===== src/rtl/core/tpzs_ram.sv =====
// Generic single-port RAM with registered read.
// No dependencies.
`default_nettype none

module tpzs_ram #(
    parameter int WIDTH = 8,
    parameter int DEPTH = 256
) (
    input  wire logic                     clk,
    input  wire logic                     we,
    input  wire logic [$clog2(DEPTH)-1:0] addr,
    input  wire logic [WIDTH-1:0]         wdata,
    output logic      [WIDTH-1:0]         rdata
);

    logic [WIDTH-1:0] mem [DEPTH];

    always_ff @(posedge clk)
    begin
        if (we)
            mem[addr] <= wdata;
        rdata <= mem[addr];
    end

endmodule

`default_nettype wire


===== config.mk =====
export PLATFORM = sky130hd
export DESIGN_NAME = tpzs_ram
export DESIGN_NICKNAME = d
export VERILOG_FILES = /design/src/rtl/core/tpzs_ram.sv
export SDC_FILE = /design/constraint.sdc
export NUM_CORES = 2
export LEC_CHECK = 0
export ABC_AREA = 0
export BUFFER_PORTS_ARGS = -buffer_cell sky130_fd_sc_hd__buf_4
export CORE_MARGIN = 2
export CORE_UTILIZATION = 65
export CTS_BUF_LIST = sky130_fd_sc_hd__clkbuf_8
export DETAILED_ROUTE_END_ITERATION = 10
export HOLD_SLACK_MARGIN = 0.05
export PLACE_DENSITY = 0.81
export SLEW_MARGIN = 30
export SYNTH_ARGS = -nofsm -noshare
export SYNTH_HDL_FRONTEND = slang
export SYNTH_SLANG_ARGS = --single-unit

===== constraint.sdc =====
create_clock -name clk -period 3.6 [get_ports clk]
set_clock_uncertainty 0.15 [all_clocks]
set_input_delay 0.18 -clock clk [delete_from_list [all_inputs] [get_ports clk]]
set_output_delay 0.18 -clock clk [all_outputs]
set_load 0.1 [all_outputs]

==> metrics <==
post-cts sizing count 0; area growth from synthesis to layout 13.2%; gpl congestion 0.843; Tmin final 3.35 ns; Critical Path RT 4.35 ns; crit start category input pin; vias per cell 6.80; Clock power frac 37.8%; share of power burned in registers 57.1%; crit path from addr[3]; Final Hold Viols 0; combinational power share 5.2%; largest net degree at the start of global routing 132; clock root cell clkbuf_8; Starting Density 65.5%; Residual DRC 0; Max Slew Vio Count 0; Die Height 352 um; reg2reg end rdata[4]; antenna violations before repair 2; HPWL Detailed 112000 um; final setup violating endpoints 0; syn avg cell area 22.1 sq um; largest family of logic cells by synthesized area multiplexers; H-tree levels 5; crit end category register; Synth Net Count 3565; Yosys warning count 0; sw frac 22.0%; P_sw 10.2 mW; Lkg Pwr 28.1 nW; layout cell share with drive strength beyond 1 30.5%; row count 127; post-route setup slack 0.252 ns; Peak VDD IR 0.365 mV; Seq/Total Area, Yosys 78.6%; Die ar. 124000 sq um; max cap viols 0; post-synth cell types 22; R2R setup slack 0.26 ns; First DRT Iteration DRCs 5854; Yosys reg bits 2056; mux cell area share after synthesis 14.7%; critical path class in -> reg; Pwr Density 522 nW/um^2; Worst EP arrival 4.09 ns; actual slew at the worst max-slew pin 1.01 ns; largest fanout on the critical path 31; CTS buffer count 327; Adder-Cell Fraction of Synth Area 0%; Syn Std Cell Area 78500 sq um; die width 352 um; first-pass GRT wire length 269000 um; RSZ-0062 raised after global routing no; Min Hold Slack 0.146 ns; post-synth top area share 78.3%; nets 4080; worst skew pair latency 0.99 ns; fmax 0.299 GHz; final period utilization 93.0%; num ports 26; CTS max path bufs 4; CTS tree yes; core area 120000 sq um; Worst-path clk slew 0.07 ns; Setup Fix Bufs, Post-CTS 0; routed via count 40066; HP Class in -> reg; vias in the first global route 40643; simple-gate share of the synthesized area 1.73%; Total Wirelength 185000 um; setup TNS 0 ns; Compound-Gate Fraction of Synth Area 3.62%; clk sinks 2056; GRT Resource Usage Total 30.6%; post-route ant nets 0; cell taking the most area after synthesis edfxtp_1; launching point of the worst reg2reg path mem[186][4]; Mapped Cells 3547; top cells by area, synth edfxtp_1, mux4_2, a22oi_1, nor2_1, a21oi_1; hold_buf cts 21; DP Worst Slack 0.0501 ns; Rel. slew slack 31.5%; IO Port Bufs 25; GR Overflow Total 0; Pre-Repair DR Iteration Count 8; Pint 36.2 mW; post-synthesis xor/xnor area fraction 0%; DR WL/cell 31.4 um; Critical Path Sink rdata[4]; Worst R2R Path Depth 7; status finished clean
## worst max-delay path, stage by stage
cell	delay [ns]
dlygate4sd3_1	0.54
buf_4	0.20
nor2b_4	0.75
buf_4	0.54
a22oi_1	0.19
a21oi_1	0.34
o41ai_1	0.10
dlygate4sd3_1	0.57
nand4_1	0.08
dlygate4sd3_1	0.54
## how the worst min path moves through the flow
stage / from / end / cells after the start
final: wdata[4] / mem[186][4] / 2
after global routing: wdata[4] / mem[186][4] / 2
after CTS: wdata[7] / mem[95][7] / 2
after detailed placement: rdata[7] / rdata[7] / 1
after global placement: rdata[7] / rdata[7] / 1
after floorplan: wdata[0] / mem[0][0] / 0
## area by class of cell
| class | count | area (sq um) |
|---|---|---|
| Antenna cell | 1 | 2.50 |
| Clock buffer | 341 | 4690 |
| Clock inverter | 204 | 913 |
| Fill cell | 6182 | 31000 |
| Inverter | 1 | 3.75 |
| Multi-Input combinational cell | 1258 | 15800 |
| Sequential cell | 2056 | 61700 |
| Tap cell | 1612 | 2020 |
| Timing Repair Buffer | 418 | 3720 |
## per-layer routing
metal  GRT usage (%)  up-vias  wire length (um)
li1                -    16129                 -
met1            42.0    20586             63500
met2            47.7     2888             90100
met3            8.24      461             23800
met4            12.4        2              7490
met5               0        -                11
## kinds of logic after synthesis
logic type	Yosys count
flops	2056
mux	512
compound gates	416
simple gates	330
buf+inv	233
## sequential cells by signal (all words and copies together) (netlist names)
name,cells
mem,2048
rdata,8
## power groups by stage
stage	Sequential (mW)	Combinational [mW]	Clock, mW
after floorplan	27.0	1.17	0
after global placement	26.9	2.28	0
after detailed placement	26.9	2.34	0
after CTS	26.4	2.37	17.7
after global routing	26.4	2.50	18.7
final	26.4	2.40	17.5
## cells in the mapped netlist, drive strengths merged
| cell type | instances |
|---|---|
| nand2b | 6 |
| and2 | 3 |
| clkbuf | 145 |
| nor2 | 232 |
| buf | 87 |
| nand4 | 8 |
| dfxtp | 8 |
| edfxtp | 2048 |
| or2 | 2 |
| mux4 | 512 |
| nand3 | 13 |
| a21oi | 128 |
| inv | 1 |
| o41ai | 32 |
| nor3 | 30 |
| or3 | 1 |
| a22oi | 256 |
| nand2 | 28 |
| nor2b | 7 |
## metrics by stage
step / util [%] / instance area, sq um / power, mW / instances
6_report: 74.1 / 88800 / 46.3 / 5891
4_1_cts: 74.1 / 88800 / 46.5 / 5889
3_5_place_dp: 69.3 / 83000 / 29.3 / 5323
5_1_grt: 74.1 / 88800 / 47.6 / 5891
2_1_floorplan: - / 78500 / 28.2 / 3547
3_3_place_gp: 69.2 / 82900 / 29.2 / 5322
## cells in the final DEF, fill, tap and decap left out, drive strengths merged, types with 28 or more instances in the layout
master / n
nor2: 232
nor3: 30
nand2: 28
o41ai: 32
edfxtp: 2048
clkbuf: 349
a22oi: 256
inv: 85
a21oi: 128
clkinv: 112
buf: 389
mux4: 512
No activity file was read; power rests on OpenSTA's default activity.
